[src/uule_pkg.sv]
`timescale 1ns / 1ps

package uule_pkg;

    // Line geometry
    localparam int BYTES_PER_LINE = 45;
    localparam int ADDR_W         = $clog2(BYTES_PER_LINE);
    localparam int CNT_W          = $clog2(BYTES_PER_LINE + 3);
    localparam int CHAR_W         = 7;
    localparam int STEP_W         = 3;

    typedef logic [CNT_W-1:0]  cnt_t;
    typedef logic [ADDR_W-1:0] addr_t;
    typedef logic [CHAR_W-1:0] char_t;
    typedef logic [STEP_W-1:0] step_t;

    localparam cnt_t  LINE_FULL    = cnt_t'(BYTES_PER_LINE);
    localparam char_t CHAR_NEWLINE = char_t'(10);
    localparam char_t CHAR_OFFSET  = char_t'(32);
    localparam char_t SUFFIX_RESET = char_t'(97);

    // Microprogram addresses
    localparam step_t STEP_IDLE = 3'd0;
    localparam step_t STEP_LEN  = 3'd1;
    localparam step_t STEP_G0   = 3'd2;
    localparam step_t STEP_G1   = 3'd3;
    localparam step_t STEP_G2   = 3'd4;
    localparam step_t STEP_G3   = 3'd5;
    localparam step_t STEP_SUF  = 3'd6;
    localparam step_t STEP_NL   = 3'd7;

    // Character source for the output register
    typedef enum logic [2:0] {
        SRC_NONE,
        SRC_LEN,
        SRC_C0,
        SRC_C1,
        SRC_C2,
        SRC_C3,
        SRC_SUF,
        SRC_NL
    } char_src_t;

    // Byte holding register to load
    typedef enum logic [1:0] {
        LAT_NONE,
        LAT_B0,
        LAT_B1,
        LAT_B2
    } latch_sel_t;

    // Sequencing condition
    typedef enum logic [2:0] {
        JMP_NEXT,
        JMP_ALWAYS,
        JMP_IF_EMPTY,
        JMP_IF_MORE,
        JMP_IF_START
    } jump_t;

    typedef struct packed {
        char_src_t  src;
        latch_sel_t lat;
        logic       inc_idx;
        logic       clr_line;
        logic       mark_end;
        logic       mark_last;
        jump_t      jmp;
        step_t      target;
    } ctrl_word_t;

    // Sequencer to datapath
    typedef struct packed {
        ctrl_word_t ctrl;
        logic       go;
        logic       in_ready;
    } seq_cmd_t;

    // Datapath to sequencer
    typedef struct packed {
        logic start;
        logic empty;
        logic more;
        logic out_free;
    } dp_status_t;

    // Map a 6-bit value onto the printable range
    function automatic char_t enc6(input logic [5:0] v);
        return {1'b0, v} + CHAR_OFFSET;
    endfunction

    // Control store
    function automatic ctrl_word_t ucode_rom(input step_t step);
        ctrl_word_t w;
        w = '0;
        case (step)
            STEP_IDLE:
            begin
                w.jmp    = JMP_IF_START;
                w.target = STEP_LEN;
            end
            STEP_LEN:
            begin
                w.src      = SRC_LEN;
                w.mark_end = 1'b1;
                w.jmp      = JMP_IF_EMPTY;
                w.target   = STEP_SUF;
            end
            STEP_G0:
            begin
                w.src     = SRC_C0;
                w.lat     = LAT_B0;
                w.inc_idx = 1'b1;
                w.jmp     = JMP_NEXT;
            end
            STEP_G1:
            begin
                w.src     = SRC_C1;
                w.lat     = LAT_B1;
                w.inc_idx = 1'b1;
                w.jmp     = JMP_NEXT;
            end
            STEP_G2:
            begin
                w.src     = SRC_C2;
                w.lat     = LAT_B2;
                w.inc_idx = 1'b1;
                w.jmp     = JMP_NEXT;
            end
            STEP_G3:
            begin
                w.src    = SRC_C3;
                w.jmp    = JMP_IF_MORE;
                w.target = STEP_G0;
            end
            STEP_SUF:
            begin
                w.src      = SRC_SUF;
                w.mark_end = 1'b1;
                w.jmp      = JMP_NEXT;
            end
            STEP_NL:
            begin
                w.src       = SRC_NL;
                w.mark_end  = 1'b1;
                w.mark_last = 1'b1;
                w.clr_line  = 1'b1;
                w.jmp       = JMP_ALWAYS;
                w.target    = STEP_IDLE;
            end
            default:
            begin
                w.jmp    = JMP_ALWAYS;
                w.target = STEP_IDLE;
            end
        endcase
        return w;
    endfunction

endpackage

[src/uuencode_line_encoder_top.sv]
`timescale 1ns / 1ps
// A run's word takes the step counter out of idle; the length step loads the first character
// once the output register is free. A data word that does not fill the line is taken in
// idle. n bytes send 4*ceil(n/3)+3 characters, 63 for a full line, from the microcode step
// counter, one per cycle unless stalled; no input word is taken until its newline is loaded.
// Reset: step counter, fill count and output valid clear, suffix returns to 'a' (97);
// line store contents are left as they are and need no clearing pass.

module uuencode_line_encoder_top (
    input  logic       clk,
    input  logic       rst_n,
    input  logic       in_valid,
    output logic       in_ready,
    input  logic       command,
    input  logic [7:0] data_byte,
    input  logic       cfg_valid,
    output logic       cfg_ready,
    input  logic [6:0] line_suffix,
    output logic       out_valid,
    input  logic       out_ready,
    output logic [6:0] out_char,
    output logic       last_of_run,
    output logic       end_marker
);

    uule_pkg::seq_cmd_t   cmd;
    uule_pkg::dp_status_t status;

    assign in_ready  = cmd.in_ready;
    assign cfg_ready = 1'b1;

    uule_sequencer u_seq (
        .clk    (clk),
        .rst_n  (rst_n),
        .status (status),
        .cmd    (cmd)
    );

    uule_datapath u_dp (
        .clk         (clk),
        .rst_n       (rst_n),
        .in_valid    (in_valid),
        .command     (command),
        .data_byte   (data_byte),
        .cfg_valid   (cfg_valid),
        .line_suffix (line_suffix),
        .out_ready   (out_ready),
        .out_valid   (out_valid),
        .out_char    (out_char),
        .last_of_run (last_of_run),
        .end_marker  (end_marker),
        .cmd         (cmd),
        .status      (status)
    );

endmodule

[src/uule_sequencer.sv]
`timescale 1ns / 1ps

module uule_sequencer (
    input  logic                  clk,
    input  logic                  rst_n,
    input  uule_pkg::dp_status_t  status,
    output uule_pkg::seq_cmd_t    cmd
);

    uule_pkg::step_t      step_reg;
    uule_pkg::step_t      step_next;
    uule_pkg::step_t      step_seq;
    uule_pkg::ctrl_word_t ctrl;
    logic                 go;

    // Fetch the control word for the current step
    assign ctrl     = uule_pkg::ucode_rom(step_reg);
    assign step_seq = step_reg + 1'b1;

    // Hold a character step until the output register is free
    assign go = (ctrl.src == uule_pkg::SRC_NONE) || status.out_free;

    assign cmd.ctrl     = ctrl;
    assign cmd.go       = go;
    assign cmd.in_ready = (step_reg == uule_pkg::STEP_IDLE);

    // Resolve the next step
    always_comb
    begin
        case (ctrl.jmp)
            uule_pkg::JMP_NEXT:     step_next = step_seq;
            uule_pkg::JMP_ALWAYS:   step_next = ctrl.target;
            uule_pkg::JMP_IF_EMPTY: step_next = status.empty ? ctrl.target : step_seq;
            uule_pkg::JMP_IF_MORE:  step_next = status.more ? ctrl.target : step_seq;
            uule_pkg::JMP_IF_START: step_next = status.start ? ctrl.target : step_reg;
            default:                step_next = uule_pkg::STEP_IDLE;
        endcase
        if (!go)
        begin
            step_next = step_reg;
        end
    end

    // Step counter
    always_ff @(posedge clk or negedge rst_n)
    begin
        if (!rst_n)
        begin
            step_reg <= uule_pkg::STEP_IDLE;
        end
        else
        begin
            step_reg <= step_next;
        end
    end

endmodule

[src/uule_datapath.sv]
`timescale 1ns / 1ps

module uule_datapath (
    input  logic                  clk,
    input  logic                  rst_n,
    input  logic                  in_valid,
    input  logic                  command,
    input  logic [7:0]            data_byte,
    input  logic                  cfg_valid,
    input  logic [6:0]            line_suffix,
    input  logic                  out_ready,
    output logic                  out_valid,
    output logic [6:0]            out_char,
    output logic                  last_of_run,
    output logic                  end_marker,
    input  uule_pkg::seq_cmd_t    cmd,
    output uule_pkg::dp_status_t  status
);

    logic [7:0]       mem [0:uule_pkg::BYTES_PER_LINE-1];

    uule_pkg::cnt_t   count_reg;
    uule_pkg::cnt_t   count_next;
    uule_pkg::cnt_t   count_inc;
    uule_pkg::cnt_t   idx_reg;
    uule_pkg::cnt_t   idx_next;
    logic [7:0]       rdata_reg;
    logic [7:0]       b0_reg;
    logic [7:0]       b1_reg;
    logic [7:0]       b2_reg;
    logic [7:0]       cur_byte;
    uule_pkg::char_t  suffix_reg;
    logic             out_valid_reg;
    uule_pkg::char_t  out_char_reg;
    logic             out_last_reg;
    logic             out_end_reg;
    uule_pkg::char_t  char_sel;
    logic             accept;
    logic             wr_data;
    logic             load;

    // Input side
    assign accept    = in_valid && cmd.in_ready;
    assign wr_data   = accept && !command;
    assign count_inc = count_reg + 1'b1;

    assign status.start    = accept && (command || (count_inc == uule_pkg::LINE_FULL));
    assign status.empty    = (count_reg == '0);
    assign status.more     = (idx_reg < count_reg);
    assign status.out_free = !out_valid_reg || out_ready;

    assign load = cmd.go && (cmd.ctrl.src != uule_pkg::SRC_NONE);

    // Bytes past the line length read as zero padding
    assign cur_byte = status.more ? rdata_reg : 8'h00;

    // Next fill count and read pointer
    always_comb
    begin
        count_next = count_reg;
        idx_next   = idx_reg;
        if (wr_data)
        begin
            count_next = count_inc;
        end
        else if (cmd.go && cmd.ctrl.clr_line)
        begin
            count_next = '0;
        end
        if (cmd.go && cmd.ctrl.clr_line)
        begin
            idx_next = '0;
        end
        else if (cmd.go && cmd.ctrl.inc_idx)
        begin
            idx_next = idx_reg + 1'b1;
        end
    end

    // Line store: write on a data word, read ahead at the next pointer
    always_ff @(posedge clk)
    begin
        if (wr_data)
        begin
            mem[count_reg[uule_pkg::ADDR_W-1:0]] <= data_byte;
        end
        if (idx_next < uule_pkg::LINE_FULL)
        begin
            rdata_reg <= mem[idx_next[uule_pkg::ADDR_W-1:0]];
        end
    end

    // Group byte holding registers
    always_ff @(posedge clk)
    begin
        if (cmd.go)
        begin
            case (cmd.ctrl.lat)
                uule_pkg::LAT_B0: b0_reg <= cur_byte;
                uule_pkg::LAT_B1: b1_reg <= cur_byte;
                uule_pkg::LAT_B2: b2_reg <= cur_byte;
                default:          ;
            endcase
        end
    end

    // Control registers
    always_ff @(posedge clk or negedge rst_n)
    begin
        if (!rst_n)
        begin
            count_reg     <= '0;
            idx_reg       <= '0;
            suffix_reg    <= uule_pkg::SUFFIX_RESET;
            out_valid_reg <= 1'b0;
        end
        else
        begin
            count_reg <= count_next;
            idx_reg   <= idx_next;
            if (cfg_valid)
            begin
                suffix_reg <= line_suffix;
            end
            if (load)
            begin
                out_valid_reg <= 1'b1;
            end
            else if (out_ready)
            begin
                out_valid_reg <= 1'b0;
            end
        end
    end

    // Select the character for this step
    always_comb
    begin
        case (cmd.ctrl.src)
            uule_pkg::SRC_LEN: char_sel = uule_pkg::enc6(6'(count_reg));
            uule_pkg::SRC_C0:  char_sel = uule_pkg::enc6(cur_byte[7:2]);
            uule_pkg::SRC_C1:  char_sel = uule_pkg::enc6({b0_reg[1:0], cur_byte[7:4]});
            uule_pkg::SRC_C2:  char_sel = uule_pkg::enc6({b1_reg[3:0], cur_byte[7:6]});
            uule_pkg::SRC_C3:  char_sel = uule_pkg::enc6(b2_reg[5:0]);
            uule_pkg::SRC_SUF: char_sel = suffix_reg;
            uule_pkg::SRC_NL:  char_sel = uule_pkg::CHAR_NEWLINE;
            default:           char_sel = '0;
        endcase
    end

    // Output word register
    always_ff @(posedge clk)
    begin
        if (load)
        begin
            out_char_reg <= char_sel;
            out_last_reg <= cmd.ctrl.mark_last;
            out_end_reg  <= cmd.ctrl.mark_end && status.empty;
        end
    end

    assign out_valid   = out_valid_reg;
    assign out_char    = out_char_reg;
    assign last_of_run = out_last_reg;
    assign end_marker  = out_end_reg;

`ifndef SYNTHESIS
    a_count_range: assert property (@(posedge clk) disable iff (!rst_n)
        count_reg <= uule_pkg::LINE_FULL)
        else $error("fill count beyond line length");

    a_idx_bound: assert property (@(posedge clk) disable iff (!rst_n)
        {1'b0, idx_reg} <= ({1'b0, count_reg} + (uule_pkg::CNT_W+1)'(2)))
        else $error("read pointer past last group");

    a_no_load_on_accept: assert property (@(posedge clk) disable iff (!rst_n)
        accept |-> !load)
        else $error("input word taken during a run");

    a_line_cleared: assert property (@(posedge clk) disable iff (!rst_n)
        (load && cmd.ctrl.mark_last) |=> (count_reg == '0) && (idx_reg == '0))
        else $error("line state not cleared after newline");
`endif

endmodule

[config.mk]
export PLATFORM = sky130hd
export DESIGN_NAME = uuencode_line_encoder_top
export DESIGN_NICKNAME = d
export VERILOG_FILES = /design/src/uule_pkg.sv /design/src/uuencode_line_encoder_top.sv /design/src/uule_sequencer.sv /design/src/uule_datapath.sv
export SDC_FILE = /design/constraint.sdc
export NUM_CORES = 1
export LEC_CHECK = 0
export BUFFER_PORTS_ARGS = -buffer_cell sky130_fd_sc_hd__buf_2
export CORE_MARGIN = 2
export CORE_UTILIZATION = 38
export DETAILED_ROUTE_END_ITERATION = 12
export HOLD_SLACK_MARGIN = 0.03
export PLACE_DENSITY = 0.63
export SYNTH_ARGS = -nofsm -noshare
export SYNTH_HDL_FRONTEND = slang
export SYNTH_SLANG_ARGS = --single-unit
export TNS_END_PERCENT = 30
[constraint.sdc]
create_clock -name clk -period 4.1 [get_ports clk]
set_clock_uncertainty 0.05 [all_clocks]
set_input_delay 0.41 -clock clk [delete_from_list [all_inputs] [get_ports clk]]
set_output_delay 0.41 -clock clk [all_outputs]
set_load 0.01 [all_outputs]
==> qor.yml, run 1 <==
timing:
  tightest_slew_ns: 1.032
  fmax_ghz: 0.2550
  final-max-slew-violation-count: 0
  tns_ns: 0
  hold_slack_ns: 0.1703
  slew_headroom_pct: 31.22
  setup_viol: 0
  finalHoldViolCount: 0
  period_share_pct: 95.66
  fin_crit_ns: 3.922
synth:
  postSynthCellCount: 1287
  syn_area_sq_mm: 0.01712
  yosysTopAreaCellShare_pct: 68.22
  synth_commonest_cells: "edfxtp_1 (389), nand2_1 (239), nor2_1 (138), nand3_1 (68), mux2i_1 (46)"
  ys_ff_latch: 412
  yosysTopAreaCell: "edfxtp_1"
  netlist_top_cells_area: "edfxtp_1 (68%), nand2_1 (5.2%), nor2_1 (3.0%)"
  syn_nets: 1323
  post-synth-top-count-cell: "edfxtp_1"
  synth_ff_type: "edfxtp_1"
  ys_types: 60
  ys_seq_area_share_pct: 71.60
  synth_edf_count: 389
  avgSynthCellArea_sq_um: 13.31
  yosysWarnings: 0
  async_flop_share_pct: 5.583
critical_path:
  crit_path_cell_trace: "inv_1 -> ha_1 -> buf_4 -> o31ai_1 -> a21oi_1 -> or3b_1 -> and2_4 -> inv_4 -> buf_12 -> mux2i_1 -> a32oi_1 -> a31oi_1 -> or3_1 -> o32ai_1"
  required_ns: 4.33
  worst_r2r_endpoint: "u_dp.rdata_reg[2]"
  path_class: "flop to flop"
  crit_slowest_cell: "or3b_1"
  critPathArrivalTime_ns: 4.15
  reg2reg_from: "u_seq.step_reg[1]"
  end_kind: "flop"
  worstSetupStartpointType: "flop"
  critPathMaxStageDelay_ns: 0.44
  crit_fanout: 66
  r2r_cells: 14
  r2r_slack_ns: 0.18
global_routing:
  grt_pass1_vias: 10530
  grt_pass1_wl_um: 65760
  antenna_found_initial: 0
  grt-ovfl-total: 0
  grt_usage_pct: 18.53
  grt_max_degree: 76
route:
  wl_per_cell_um: 21.78
  routed_wl_um: 43530
  drc: 0
  drt.antenna.violating_nets: 0
  drt-pass1-iter-count: 8
  routed_via_density: 5.533
  drtIter0Drc: 1523
  vias: 11050
run:
  cap_violations: 0
cts:
  h-tree-depth: 2
  cts_made_buffers: 43
  cts_tree: "done"
  clock-sinks: 412
  clock_latency_ns: 0.56
  cts_root_buf: "clkbuf_16"
  path_clk_slew_ns: 0.07
  cts_buffer_depth: 3
final_layout:
  fin_nets: 1409
  areaGrowthSynthToFinish_pct: 15.76
  drive_gt1_share_pct: 14.15
  largest_reg_flops: 360
  diodes: 0
power:
  p_per_area_mw_per_mm2: 810.1
  power_leakage_nw: 6.898
  peakVddDrop_mv: 0.4458
die:
  initial_core_util_pct: 38.64
  die_h_um: 216.3
  core-area_sq_mm: 0.04432
  die_x_um: 216.3
  num_rows: 77
  dieArea_sq_mm: 0.04678
  ios: 33
place:
  place_congestion: 0.8857
  place_hpwl_um: 27670
  portBuffers: 31
run_status:
  run_status: "completed"
hold_path:
  min_to: "u_dp.suffix_reg[4]"
  min_path_type: "input pin to flop"
  hold_depth: 2
  min_from: "cfg_valid"
-- layout by cell type (no fill, tap or decap), drive strengths merged, types with 12 or more instances in the layout --
cell type / n
nand2: 239
clkinv: 20
mux2: 12
and3: 12
edfxtp: 389
nand3: 68
buf: 106
o32ai: 12
ha: 15
a31oi: 25
nor2: 139
clkbuf: 52
o21ai: 26
mux2i: 46
dfrtp: 20
a32oi: 26
a311oi: 21
a21oi: 24
a211oi: 14
inv: 18
-- timing repair --
action                     in CTS  in global routing
buffers inserted                0                  0
hold buffers                    8                  0
hold endpoints to repair       27                  0
setup endpoints to repair       0                 10
resized for setup               0                  4
-- cell families (layout without fill, tap and decap cells) --
group | after synthesis | in the layout | synth area share, %
AOI/OAI and AO/OA | 199 | 199 | 8.527
xor gates and xnor gates | 5 | 5 | 0.2558
adders and majority gates | 15 | 15 | 1.096
buffers and inverters | 91 | 210 | 2.506
DFF | 412 | 412 | 71.60
muxes | 58 | 58 | 3.478
other | 1 | 1 | 0.02190
and+or+nand+nor | 506 | 506 | 12.52
-- power by group --
group	switching [mW]	internal [mW]	leakage [nW]
combinational	4.52	2.46	2.40
sequential	0.185	4.96	3.80
clock	1.59	2.35	0.700
total	6.29	9.76	6.90
-- critical path: cells and delay by family, from the launching register on --
family,cells,cell delay (ns)
AND/OR/NAND/NOR,3,0.84
multiplexers,1,0.39
buffers and inverters,4,0.74
adder cells (fa/ha/maj),1,0.21
flip-flops,1,0.42
AO/OA/AOI/OAI,5,0.90
-- final cells by class --
class	instances	area (sq um)
clock buffers	52	1131
clock inverters	26	289.0
fillers	4016	24490
inverters	18	75.07
multi-input cells	784	4439
flip-flops and latches	412	12260
well taps	592	740.7
repair buffers	114	885.9
-- worst max-delay path by stage --
stage | startpoint | end | slack [ns] | depth (start not counted)
global placement | u_seq.step_reg[0] | u_dp.rdata_reg[4] | 0.20 | 12
CTS | u_seq.step_reg[0] | u_dp.rdata_reg[4] | 0.11 | 12
finish | u_seq.step_reg[1] | u_dp.rdata_reg[2] | 0.18 | 14
floorplan | u_seq.step_reg[0] | u_dp.rdata_reg[6] | 0.66 | 13
global route | u_seq.step_reg[1] | u_dp.rdata_reg[2] | -0.003 | 14
detailed placement | u_seq.step_reg[0] | u_dp.rdata_reg[4] | 0.11 | 12
-- per-layer routing --
layer,track usage [%],up-vias,part of all wire (%)
li1,-,4993,-
met5,0,-,0
met2,29.15,566,46
met1,26.27,5417,42
met3,3.691,78,9.1
met4,5.068,0,2.2
-- metrics by stage --
step	area, sq um	utilization [%]	instances	worst slack (ns)	power, mW
finish	19820	44.73	1998	0.1780	16.06
global route	19820	44.73	1998	-0.003476	16.90
CTS	19820	44.71	1998	0.1145	16.09
detailed placement	18320	41.33	1912	0.1143	12.12
global placement	18320	41.33	1912	0.1977	12.09
floorplan	17120	-	1287	0.6643	9.830
Note: power is estimated with default switching activity, not from simulation.
==> inputs of run 2 (changes only) <==
--- a/config.mk
+++ b/config.mk
@@ -11,6 +11,7 @@
 export DETAILED_ROUTE_END_ITERATION = 12
 export HOLD_SLACK_MARGIN = 0.03
 export PLACE_DENSITY = 0.63
+export REMOVE_ABC_BUFFERS = 1
 export SYNTH_ARGS = -nofsm -noshare
 export SYNTH_HDL_FRONTEND = slang
 export SYNTH_SLANG_ARGS = --single-unit
==> run 2 against run 1 <==
  * Sequential power about the same
  * Clock power about the same
  * Register-to-register slack about the same
  * Wire length decreased by 1.2%
  * Critical endpoint is now u_dp.rdata_reg[4]
  * Cell area increased by 0.28%
  * Highest routed layer is now met5
  * Critical path type unchanged
  * Via count decreased by 0.35%
  * Non-clock buffer count increased by 4
  * Combinational power increased by 5.6%
  * Utilization increased by 0.12 points
  * Sequential share of layout area decreased by 0.18 points
  * Flip-flop and latch count unchanged
==> qor.yml, run 2 (synthesis results as in run 1) <==
run_status:
  run_status: "completed"
route:
  drt.antenna.violating_nets: 0  # unchanged
  drc: 0  # unchanged
  vias: 11020  # -0.35%
  routed_via_density: 5.505  # -0.50%
  routed_wl_um: 42980  # -1.2%
  drtIter0Drc: 1459  # -4.2%
  drt-pass1-iter-count: 5  # -3
  wl_per_cell_um: 21.48  # -1.4%
timing:
  finalHoldViolCount: 0  # unchanged
  slew_headroom_pct: 33.70  # +2.5 points
  period_share_pct: 95.84  # +0.18 points
  setup_viol: 0  # unchanged
  final-max-slew-violation-count: 0  # unchanged
  tns_ns: 0  # unchanged
  fin_crit_ns: 3.929  # +0.007377 ns
  fmax_ghz: 0.2545  # -0.19%
  tightest_slew_ns: 0.9946  # -0.03714 ns
  rsz0062_at_grt: "false"
  hold_slack_ns: 0.05811  # -0.1122 ns
critical_path:
  r2r_cells: 12  # -2
  reg2reg_from: "u_seq.step_reg[1]"
  end_kind: "flop"
  required_ns: 4.31  # -0.02 ns
  worst_r2r_endpoint: "u_dp.rdata_reg[4]"
  r2r_slack_ns: 0.17  # about the same
  worstSetupStartpointType: "flop"
  critPathArrivalTime_ns: 4.14  # about the same
  crit_fanout: 39  # -41%
  path_class: "flop to flop"
global_routing:
  grt_pass1_wl_um: 64410  # -2.1%
  antenna_found_initial: 0  # unchanged
  grt_pass1_vias: 10520  # -0.095%
  grt_usage_pct: 18.12  # -0.41 points
  grt_max_degree: 46  # -39%
  grt-ovfl-total: 0  # unchanged
die:
  core-area_sq_mm: 0.04432  # unchanged
  die_x_um: 216.3  # unchanged
  initial_core_util_pct: 38.64  # unchanged
  num_rows: 77  # unchanged
  ios: 33  # unchanged
  dieArea_sq_mm: 0.04678  # unchanged
  die_h_um: 216.3  # unchanged
final_layout:
  largest_reg_flops: 360  # unchanged
  fin_nets: 1412  # +0.21%
  areaGrowthSynthToFinish_pct: 16.08
  final_cell_mix: "edfxtp_1 (389), nand2_1 (239), nor2_1 (138), buf_4 (75), nand3_1 (68)"
  final_common_cell: "edfxtp_1"
  drive_gt1_share_pct: 14.55  # +0.40 points
  diodes: 0  # unchanged
cts:
  clock-sinks: 412  # unchanged
  cts_tree: "done"
  cts_buffer_depth: 3  # unchanged
  cts_made_buffers: 42  # -2.3%
  h-tree-depth: 2  # unchanged
  path_clk_slew_ns: 0.06  # about the same
  cts_root_buf: "clkbuf_16"
  cts_setup_buffers: 0  # unchanged
  clock_latency_ns: 0.54  # -0.02 ns
hold_path:
  min_to: "u_dp.suffix_reg[1]"
  min_from: "line_suffix[1]"
  hold_depth: 2  # unchanged
  min_path_type: "input pin to flop"
place:
  portBuffers: 31  # unchanged
  place_congestion: 0.9052  # +2.2%
  place_hpwl_um: 27760  # +0.33%
run:
  cap_violations: 0  # unchanged
power:
  p_per_area_mw_per_mm2: 829.5  # +2.4%
  power_leakage_nw: 6.927  # +0.42%
  peakVddDrop_mv: 0.4371  # -1.9%
## run 2: worst max path at each step
stage                            from                 to  cells past startpoint  slack [ns]
global placement    u_seq.step_reg[1]  u_dp.rdata_reg[3]                     12        0.11
floorplan           u_seq.step_reg[0]  u_dp.rdata_reg[0]                     12       -2.83
finish              u_seq.step_reg[1]  u_dp.rdata_reg[4]                     12        0.17
detailed placement  u_seq.step_reg[1]  u_dp.rdata_reg[3]                     12        0.07
global route        u_seq.step_reg[1]  u_dp.rdata_reg[4]                     14       0.002
CTS                 u_seq.step_reg[1]  u_dp.rdata_reg[3]                     12        0.08
## run 2: layout make-up
cell class / count / area (sq um)
Fill cell: 3986 / 24440
Sequential cell: 412 / 12260
Multi-Input combinational cell: 784 / 4444
Clock buffer: 59 / 1146
Timing Repair Buffer: 118 / 939.7
Tap cell: 592 / 740.7
Clock inverter: 18 / 275.3
Inverter: 18 / 71.32
## run 2: critical path, stage by stage, from the launching register on
cell and delay (ns):
dfrtp_1 0.42, ha_1 0.22, ha_1 0.20, or3b_2 0.45
o211a_4 0.19, or4_1 0.46, and2_1 0.20, buf_12 0.16
clkinv_2 0.06, buf_4 0.41, a311oi_1 0.09, a311oi_1 0.58
o32ai_1 0.16
## run 2: power breakdown
part	switching [mW]	total [mW]	internal, mW
clock network	1.57	3.97	2.40
registers	0.189	5.15	4.96
logic	4.64	7.37	2.73
total	6.40	16.5	10.1
## run 2: through the flow
| stage | util (%) | instances | setup WS [ns] | instance area (sq um) | total power [mW] |
|---|---|---|---|---|---|
| 2_1_floorplan | - | 1214 | -2.827 | 16760 | 9.541 |
| 3_3_place_gp | 41.60 | 1923 | 0.1095 | 18440 | 12.43 |
| 3_5_place_dp | 41.60 | 1923 | 0.06895 | 18440 | 12.50 |
| 4_1_cts | 44.83 | 2001 | 0.08047 | 19870 | 16.47 |
| 5_1_grt | 44.85 | 2001 | 0.002306 | 19880 | 17.34 |
| 6_report | 44.85 | 2001 | 0.1706 | 19880 | 16.49 |
## run 2: routing by layer
metal | global-route usage [%] | up-vias | wire (um)
met5 | 0.8333 | - | 49
met4 | 5.342 | 2 | 997
met3 | 3.411 | 76 | 3380
met2 | 27.77 | 474 | 19720
met1 | 26.24 | 5453 | 18840
li1 | - | 5010 | -
## run 2: what timing repair did
item	in CTS	in global routing
hold endpoints to repair	20	0
gates resized for setup	0	2
setup endpoints to repair	0	5
hold buffers	1	0
